`src/u8u16_pkg.sv`:
```
package u8u16_pkg;

	// Input beat: one UTF-8 byte or an end-of-string marker
	typedef struct packed {
		logic       kind;
		logic [7:0] data_byte;
	} in_beat_t;

	// Output beat: one UTF-16 unit or the end-of-string status
	typedef struct packed {
		logic [15:0] code_unit;
		logic        is_end;
		logic        end_status;
		logic        last_of_run;
	} out_beat_t;

	// Kind codes
	localparam logic KIND_DATA = 1'b0;
	localparam logic KIND_END  = 1'b1;

	// End status codes
	localparam logic STATUS_OK        = 1'b0;
	localparam logic STATUS_EXHAUSTED = 1'b1;

	// Code point limits and surrogate bases
	localparam logic [31:0] BMP_MAX         = 32'h0000_FFFF;
	localparam logic [31:0] UNICODE_MAX     = 32'h0010_FFFF;
	localparam logic [15:0] REPLACEMENT     = 16'hFFFD;
	localparam logic [20:0] SUPPL_BASE      = 21'h01_0000;
	localparam logic [15:0] HIGH_SURR_BASE  = 16'hD800;
	localparam logic [15:0] LOW_SURR_BASE   = 16'hDC00;

	// Trailing-byte count from the lead byte
	function automatic logic [2:0] trail_count(input logic [7:0] b);
		logic [2:0] n;
		priority if (b < 8'hC0) n = 3'd0;
		else if (b < 8'hE0)     n = 3'd1;
		else if (b < 8'hF0)     n = 3'd2;
		else if (b < 8'hF8)     n = 3'd3;
		else if (b < 8'hFC)     n = 3'd4;
		else                    n = 3'd5;
		return n;
	endfunction

	// Offset removed after the last byte of a sequence
	function automatic logic [31:0] seq_offset(input logic [2:0] extra);
		logic [31:0] off;
		unique case (extra)
			3'd0:    off = 32'h0000_0000;
			3'd1:    off = 32'h0000_3080;
			3'd2:    off = 32'h000E_2080;
			3'd3:    off = 32'h03C8_2080;
			3'd4:    off = 32'hFA08_2080;
			3'd5:    off = 32'h8208_2080;
			default: off = 32'h0000_0000;
		endcase
		return off;
	endfunction

endpackage

```
`src/utf8_to_utf16_decoder.sv`:
```
// Channel  | Direction | Signals                         | Beat
// ---------+-----------+---------------------------------+---------------------------
// in       | input     | in_valid, in_ready, in_data     | one UTF-8 byte or end mark
// out      | output    | out_valid, out_ready, out_data  | one UTF-16 unit or status
//
// A byte is decoded in the cycle it is accepted; its results sit in a
// two-entry output register and appear the next cycle.
// One input beat per cycle while out_ready is high; a surrogate pair holds
// off input while the second unit of the pair drains from the output register.
// in_ready stays high while the output register empties in the same cycle.
// arst_n clears the decode state and the output register valid bits at once.
module utf8_to_utf16_decoder (
	input  logic                 clk,
	input  logic                 arst_n,
	input  logic                 in_valid,
	output logic                 in_ready,
	input  u8u16_pkg::in_beat_t  in_data,
	output logic                 out_valid,
	input  logic                 out_ready,
	output u8u16_pkg::out_beat_t out_data
);
	import u8u16_pkg::*;

	// Decode state
	logic [31:0] acc_q;
	logic [2:0]  left_q;
	logic [2:0]  extra_q;

	// Output register: slot0 is shown, slot1 holds the second unit of a pair
	out_beat_t slot0_q, slot1_q;
	logic      vld0_q, vld1_q;

	logic in_acc, out_acc;

	assign out_valid = vld0_q;
	assign out_data  = slot0_q;
	assign out_acc   = vld0_q && out_ready;
	assign in_ready  = !vld0_q || (out_ready && !vld1_q);
	assign in_acc    = in_valid && in_ready;

	// Next state and raw value
	logic [2:0]  lead_n;
	logic [31:0] shifted;
	logic [31:0] raw;
	logic [2:0]  emit_extra;
	logic        emit;
	logic [31:0] acc_n;
	logic [2:0]  left_n, extra_n, left_dec;

	always_comb begin
		lead_n     = trail_count(in_data.data_byte);
		shifted    = {acc_q[25:0], 6'd0} + {24'd0, in_data.data_byte};
		left_dec   = left_q - 3'd1;
		raw        = shifted;
		emit_extra = extra_q;
		emit       = 1'b0;
		acc_n      = acc_q;
		left_n     = left_q;
		extra_n    = extra_q;
		if (in_data.kind == KIND_END) begin
			acc_n   = '0;
			left_n  = '0;
			extra_n = '0;
		end else if (left_q == 3'd0) begin
			raw        = {24'd0, in_data.data_byte};
			emit_extra = 3'd0;
			emit       = (lead_n == 3'd0);
			acc_n      = {24'd0, in_data.data_byte};
			left_n     = lead_n;
			extra_n    = lead_n;
		end else begin
			emit   = (left_dec == 3'd0);
			left_n = left_dec;
			if (left_dec == 3'd0) begin
				acc_n   = '0;
				extra_n = '0;
			end else begin
				acc_n = shifted;
			end
		end
	end

	// Code point to UTF-16 units
	logic [31:0] cp;
	logic [19:0] suppl;
	out_beat_t   r0, r1;
	logic        two;

	always_comb begin
		cp    = raw - seq_offset(emit_extra);
		suppl = 20'(cp[20:0] - SUPPL_BASE);
		r0    = '{code_unit: '0, is_end: 1'b0, end_status: STATUS_OK, last_of_run: 1'b1};
		r1    = '{code_unit: '0, is_end: 1'b0, end_status: STATUS_OK, last_of_run: 1'b1};
		two   = 1'b0;
		if (in_data.kind == KIND_END) begin
			r0.is_end     = 1'b1;
			r0.end_status = (left_q != 3'd0) ? STATUS_EXHAUSTED : STATUS_OK;
		end else if (cp <= BMP_MAX) begin
			r0.code_unit = cp[15:0];
		end else if (cp > UNICODE_MAX) begin
			r0.code_unit = REPLACEMENT;
		end else begin
			two            = 1'b1;
			r0.code_unit   = HIGH_SURR_BASE + {6'd0, suppl[19:10]};
			r0.last_of_run = 1'b0;
			r1.code_unit   = LOW_SURR_BASE + {6'd0, suppl[9:0]};
		end
	end

	// Decode state registers
	always_ff @(posedge clk or negedge arst_n) begin
		if (!arst_n) begin
			acc_q   <= '0;
			left_q  <= '0;
			extra_q <= '0;
		end else if (in_acc) begin
			acc_q   <= acc_n;
			left_q  <= left_n;
			extra_q <= extra_n;
		end
	end

	// Output register valid bits
	always_ff @(posedge clk or negedge arst_n) begin
		if (!arst_n) begin
			vld0_q <= 1'b0;
			vld1_q <= 1'b0;
		end else if (in_acc) begin
			vld0_q <= (in_data.kind == KIND_END) || emit;
			vld1_q <= (in_data.kind == KIND_DATA) && emit && two;
		end else if (out_acc) begin
			vld0_q <= vld1_q;
			vld1_q <= 1'b0;
		end
	end

	// Output register payload
	always_ff @(posedge clk) begin
		if (in_acc) begin
			slot0_q <= r0;
			slot1_q <= r1;
		end else if (out_acc) begin
			slot0_q <= slot1_q;
		end
	end

	// Checks
	a_slot_order: assert property (@(posedge clk) disable iff (!arst_n)
		vld1_q |-> vld0_q)
		else $error("second output slot valid without first");

	a_pair_first: assert property (@(posedge clk) disable iff (!arst_n)
		vld1_q |-> !slot0_q.last_of_run && !slot0_q.is_end)
		else $error("pending pair unit behind a final beat");

	a_end_last: assert property (@(posedge clk) disable iff (!arst_n)
		(out_valid && out_data.is_end) |->
			(out_data.last_of_run && out_data.code_unit == 16'd0))
		else $error("end status beat malformed");

	a_end_clears: assert property (@(posedge clk) disable iff (!arst_n)
		(in_acc && in_data.kind == KIND_END) |=>
			(left_q == 3'd0 && acc_q == 32'd0 && extra_q == 3'd0))
		else $error("state not cleared after end of string");

	a_left_range: assert property (@(posedge clk) disable iff (!arst_n)
		(left_q <= 3'd5) && (extra_q <= 3'd5))
		else $error("trailing count out of range");

endmodule
```
`config.mk`:
```
export PLATFORM = sky130hd
export DESIGN_NAME = utf8_to_utf16_decoder
export DESIGN_NICKNAME = d
export VERILOG_FILES = /design/src/u8u16_pkg.sv /design/src/utf8_to_utf16_decoder.sv
export SDC_FILE = /design/constraint.sdc
export NUM_CORES = 1
export LEC_CHECK = 0
export BUFFER_PORTS_ARGS = -buffer_cell sky130_fd_sc_hd__buf_4
export CELL_PAD_IN_SITES_DETAIL_PLACEMENT = 1
export CELL_PAD_IN_SITES_GLOBAL_PLACEMENT = 1
export CORE_MARGIN = 2
export CORE_UTILIZATION = 40
export DETAILED_ROUTE_END_ITERATION = 12
export PLACE_DENSITY_LB_ADDON = 0.1
export SETUP_SLACK_MARGIN = 0.15
export SKIP_CTS_REPAIR_TIMING = 1
export SYNTH_ARGS = -nofsm -noshare
export SYNTH_HDL_FRONTEND = slang
export SYNTH_SLANG_ARGS = --single-unit
```
`constraint.sdc`:
```
create_clock -name clk -period 5 [get_ports clk]
set_input_delay 0.25 -clock clk [delete_from_list [all_inputs] [get_ports clk]]
set_output_delay 0.25 -clock clk [all_outputs]
set_load 0.02 [all_outputs]
```
# Word level (Yosys, flattened, before mapping)
# Index checks and enable logic that the tools add are counted.
[classes]
n_reduce_logical = 17
order_cmp = 7
bitwise_logic = 1
n_eq_ne = 5
muxes = 37
add_sub_neg = 6
[op_table]
columns = ["op", "count"]
rows = [
  ["$pmux W32 S5", 1],
  ["$mux W26", 3],
  ["$mux W32", 2],
  ["$mux W16", 3],
  ["$lt A8 B8 Y1 const B", 5],
  ["$mux W19", 2],
  ["$mux W3", 11],
  ["$add A15 B11 Y16 const A", 2],
  ["$add A32 B8 Y32", 1],
  ["$gt A32 B21 Y1 const B", 1],
  ["$le A32 B16 Y1 const B", 1],
  ["$sub A32 B32 Y32", 1],
  ["$sub A20 B17 Y20 const B", 1],
  ["$mux W1", 14],
  ["$logic_not A3 Y1", 3],
  ["$eq A3 B2 Y1 const B", 2],
  ["$eq A3 B3 Y1 const B", 2],
  ["$reduce_bool A3 Y1", 2],
  ["$logic_and A1 B1 Y1", 5],
  ["$eq A3 B1 Y1 const B", 1],
  ["$reduce_or A3 Y1", 1],
  ["$sub A3 B1 Y3 const B", 1],
  ["$logic_not A1 Y1", 2],
  ["$logic_or A1 B1 Y1", 2],
  ["other kinds (4)", 4],
]
[word_totals]
regBits = 69
inputBits = 13
word_cells = 83

# Longest topological paths before layout
[logic_depth]
depth_word = 12
ltp_mapped = 25

# Worst setup path before layout
# No wires, ideal clock.
[synth_timing]
path_kind = "register -> register"
startpoint = "register left_q[0]"
endpoint = "register slot1_q[12] (netlist name) (data pin)"
path_slack_ns = -0.342
path_stages_with_launch = 24
t_arrival_ns = 5.062
n_path_buf = 5
path_cell_list = "dfrtp_1 > inv_1 > ha_1 > nor3b_1 > clkbuf_1 > clkbuf_1 > buf_1 > nor2_1 > ha_1 > o21ai_0 > a31oi_1 > or3_1 > nor3_1 > nor2_1 > ha_1 > buf_1 > nor2b_1 > o221ai_1 > o41ai_1 > a311oi_1 > o21bai_1 > nand2_1 > buf_2 > nor4_1"
[synth_via]
elab_chain_len = 8
word_cells_on_any_way = 17
[synth_lines]
columns = ["element", "line_no", "rtl"]
rows = [
  ["from (decl)", "utf8_to_utf16_decoder.sv:26", "logic [2:0] left_q;"],
  ["from (signal assigned)", "utf8_to_utf16_decoder.sv:118", "left_q <= left_n;"],
  ["$logic_not A3 Y1 *", "utf8_to_utf16_decoder.sv:64", "end else if (left_q == 3'd0) begin"],
  ["$mux W3", "utf8_to_utf16_decoder.sv:64", ""],
  ["$mux W3", "utf8_to_utf16_decoder.sv:60", "if (in_data.kind == KIND_END) begin"],
  ["$eq A3 B3 Y1, or another cell as far along", "u8u16_pkg.sv:48", "unique case (extra)"],
  ["$pmux W32 S5", "u8u16_pkg.sv:48", ""],
  ["$sub A32 B32 Y32 *", "utf8_to_utf16_decoder.sv:90", "cp = raw - seq_offset(emit_extra);"],
  ["$sub A20 B17 Y20, or another cell as far along", "utf8_to_utf16_decoder.sv:91", "suppl = 20'(cp[20:0] - SUPPL_BASE);"],
  ["$add A15 B11 Y16 / $reduce_or A3 Y1 (equally long branches)", "--", ""],
  ["to (signal assigned)", "utf8_to_utf16_decoder.sv:141", "slot1_q <= r1;"],
  ["to (decl)", "utf8_to_utf16_decoder.sv:30", "out_beat_t slot0_q, slot1_q;"],
]
# Every way passes the cells marked *; elsewhere a longest branch is shown, timed or not.
# A chain may end at the register's enable or synchronous reset.

# Worst setup path in the final report
[layout_timing]
startpoint = "register acc_q[0]"
endpoint = "register slot0_q (netlist bit out_data[16]) (data pin)"
[layout_via]
elab_chain_len = 10
word_cells_on_any_way = 12
[layout_lines]
columns = ["element", "line_no", "rtl"]
rows = [
  ["from (decl)", "utf8_to_utf16_decoder.sv:25", "logic [31:0] acc_q;"],
  ["from (signal assigned)", "utf8_to_utf16_decoder.sv:117", "acc_q <= acc_n;"],
  ["$add A32 B8 Y32 *", "utf8_to_utf16_decoder.sv:52", "shifted = {acc_q[25:0], 6'd0} + {24'd0, in_data.data_byte};"],
  ["$mux W32", "utf8_to_utf16_decoder.sv:64", ""],
  ["$mux W32 *", "utf8_to_utf16_decoder.sv:60", ""],
  ["$sub A32 B32 Y32 *", "utf8_to_utf16_decoder.sv:90", ""],
  ["$sub A20 B17 Y20", "utf8_to_utf16_decoder.sv:91", ""],
  ["$add A15 B11 Y16", "utf8_to_utf16_decoder.sv:104", "r0.code_unit = HIGH_SURR_BASE + {6'd0, suppl[19:10]};"],
  ["$mux W16", "utf8_to_utf16_decoder.sv:100", "end else if (cp > UNICODE_MAX) begin"],
  ["$mux W16 *", "utf8_to_utf16_decoder.sv:98", "end else if (cp <= BMP_MAX) begin"],
  ["$mux W16 *", "utf8_to_utf16_decoder.sv:95", "if (in_data.kind == KIND_END) begin"],
  ["$mux W19 *", "utf8_to_utf16_decoder.sv:139", "if (in_acc) begin"],
  ["to (signal assigned)", "utf8_to_utf16_decoder.sv:140", "slot0_q <= r0;"],
  ["to (signal assigned)", "utf8_to_utf16_decoder.sv:143", "slot0_q <= slot1_q;"],
  ["to (decl)", "utf8_to_utf16_decoder.sv:30", ""],
]
# Marked as above.

==> summary.txt <==
Timing
  • Sum Neg Setup Slack: 0 ns
  • Setup ws final: roughly 0.3 ns
  • Final Skew: approximately 0.012 ns
  • RSZ-0062 raised after global routing: no
  • Min Tclk post-route: between 4 and 5 ns
  • Final worst-path cycle share: 0.940
  • Max-slew violation count: 0
  • FMAX: between 200 and 250 MHz
  • Measured slew at the worst slew-check pin: 0.949 ns
  • Fin. Hold Viols: 0
  • Final setup violation count: 0
  • Max-slew headroom: 0.366
  • Min Hold Slack: between 0.1 and 0.15 ns

Worst hold path
  • Hold Path Class: in -> reg
  • Hold Path Stages: 2

Synthesis
  • Cells after Synth: between 600 and 700
  • FF+latch count, synth: 64
  • Number of synthesized flops with an enable pin: 30
  • FFs w/ async S/R, synth: 0.531
  • Synth unique cells: 80
  • Register area share after synthesis: 0.323
  • Synth Warn #: 0
  • Syn_nets: around 680
  • Commonest register cell after synthesis: dfrtp_1
  • Post-Syn Area: about 5400 um2
  • Synth Area per Inst: between 8 and 9 um2

Global routing
  • First-pass GRT wire length: 29,200 um
  • Pin count of the biggest net entering global routing: between 40 and 50
  • Number of global-route vias before repair: 5,410
  • Tot GR Track Use: 0.259
  • Initial antenna violation count: 0
  • Total grt overflow: 0

Cells and area
  • Number of fill cells: 1,560
  • Number of diodes: 0
  • Commonest cells after routing, fill and taps aside: 86 x buf_4, 71 x nand2_1, 48 x nor2_1
  • Fin util: 0.518
  • P&R area growth vs syn: 26.3%
  • Final instance area: 6860 um2
  • Layout cells sized above 1: 0.275
  • Finished Layout Cells: approximately 890
  • Final Net Count: about 740
  • Commonest non-fill, non-tap cell in the layout: buf_4

Clock tree
  • CTS Buf Count: 9
  • CTS H-Tree Depth: 3
  • TritonCTS clock tree: built
  • CTS Sinks: 64
  • Worst-path clk slew: approximately 0.06 ns
  • Clk_lat worst skew: around 0.35 ns
  • CTS max path bufs: 2
  • Clock root buffer: clkbuf_16

Placement
  • Final HPWL DP: 14,100 um
  • GPL Wtd Cong: approximately 0.94
  • Placed inst area: 6120 um2
  • DP Worst Slack: -0.169 ns
  • IO Port Bufs: 33
  • Dpl cells: 860

Critical path
  • CP Class: reg -> reg
  • Worst setup EP type: flip-flop
  • Path depth of the worst reg2reg path: 23
  • Crit-path max FO: 8
  • CP Launch Type: flip-flop
  • Worst Path Arrival: around 4.9 ns
  • CP Data Required Time: 5.17 ns
  • R2R Setup Slk: around 0.30 ns

Detailed routing
  • Vias/cell: a little over 6
  • WL/cell: around 21 um
  • Router iterations before antenna repair: 5
  • Routed vias: 5,381
  • First DRT Iteration DRCs: between 300 and 400
  • Final ANT Viol Nets: 0
  • Residual DRC count: 0
  • Final WL: around 18,000 um

Die
  • Die ar.: about 15,000 um2
  • Starting Density: 0.410
  • Top Ports: 34
  • Die Y: ~120 um
  • Die width: ~120 um
  • Std-Cell Core Area: 13,200 um2
  • # rows: 42

Power and ir drop
  • Tot Pwr: between 4 and 5 mW
  • PD cells: between 500 and 600 nW/um2
  • Leakage: roughly 2.8 nW
  • Maximum VDD drop: between 0.0002 and 0.0003 V

Run status
  • Status: finished clean

Run
  • Max-Cap Viols: 0
[synth_stat cells, types with 3 or more instances]
cell / instances / area (um2)
a221oi_1: 4 / 35.0
a211oi_1: 5 / 37.5
nand2b_1: 10 / 62.6
xor2_1: 13 / 114
nor2b_1: 4 / 25.0
nor4_2: 11 / 138
o21a_1: 3 / 22.5
nor2_1: 52 / 195
and4_1: 7 / 61.3
a22o_1: 7 / 61.3
o31ai_1: 8 / 60.1
buf_2: 7 / 35.0
nand3_1: 31 / 155
a21o_1: 11 / 82.6
o21ai_0: 45 / 225
nor4_1: 9 / 56.3
xnor2_1: 15 / 131
a21oi_1: 33 / 165
o31a_1: 4 / 35.0
a31o_2: 4 / 35.0
and3_1: 7 / 43.8
clkbuf_1: 18 / 67.6
nor3_1: 15 / 75.1
inv_1: 21 / 78.8
or3_1: 12 / 75.1
mux2i_1: 11 / 110
a31oi_1: 11 / 68.8
or4_1: 3 / 22.5
buf_1: 6 / 22.5
or2_2: 4 / 25.0
dfrtp_1: 34 / 851
and2_1: 6 / 37.5
edfxtp_1: 30 / 901
ha_1: 21 / 263
nand4_1: 15 / 93.8
o211ai_1: 11 / 82.6
nor3_2: 5 / 50.1
nand2_1: 73 / 274
[path summary, 6_finish.rpt]
kind	startpoint	endpoint
min	in_data[1]	acc_q[1]
min reg2reg	acc_q[18]	acc_q[18]
max	acc_q[0]	out_data[16]
max reg2reg	acc_q[0]	out_data[16]
max in group asynchronous	arst_n	acc_q[3]
min in group asynchronous	arst_n	left_q[1]
[cells by family (layout without fill, tap and decap cells)]
kind of cell | count (synthesis) | after routing | synth area share
muxes | 12 | 12 | 0.0224
and+or+nand+nor | 281 | 281 | 0.289
xor gates and xnor gates | 30 | 30 | 0.0512
buffers and inverters | 54 | 126 | 0.0403
AOI/OAI and AO/OA | 177 | 177 | 0.222
adders and majority gates | 22 | 22 | 0.0521
DFF | 64 | 64 | 0.323
[power by group]
part / switching, mW / internal [mW] / leakage, nW
clock network: 0.234 / 0.404 / 0.154
registers: 0.0907 / 0.646 / 0.750
logic: 1.59 / 1.10 / 1.89
[state kept, by name, indices dropped and copies added (netlist names)]
signal / flops
vld1_q: 1
out_valid: 1
out_data: 19
left_q: 3
acc_q: 26
extra_q: 3
slot1_q: 11
[area by class of cell]
class                   instances  area, um2  area share
clock buffers                  14        295      0.0431
inverters                      21       78.8      0.0115
multi-input cells             522       3810       0.556
clock inverters                 2       10.0     0.00146
well taps                     176        220      0.0321
flip-flops and latches         64       1750       0.256
repair buffers                 89        687       0.100
[layer usage]
metal / global-route usage / vias up / wire (um)
met1: 0.355 / 2714 / 8680
li1: - / 2547 / -
met4: 0.0756 / 0 / 250
met3: 0.0387 / 18 / 601
met5: 0 / - / 0
met2: 0.422 / 102 / 8950
[critical path, stage by stage (launching register included)]
cell and delay, ns:
dfrtp_1 0.38, ha_2 0.20, fa_1 0.40, buf_4 0.17
nand4_4 0.10, nor4_4 0.05, buf_4 0.16, nand2_1 0.08
xor2_1 0.23, nor2_1 0.07, ha_1 0.29, and3_1 0.16
and2_1 0.22, nand2_1 0.15, nor4_4 0.28, o31ai_4 0.16
buf_4 0.17, and3b_2 0.20, o22ai_1 0.27, nor2_2 0.11
buf_4 0.15, and3_1 0.16, buf_4 0.17, a21oi_1 0.16
Power figures use the tool's default switching activity.
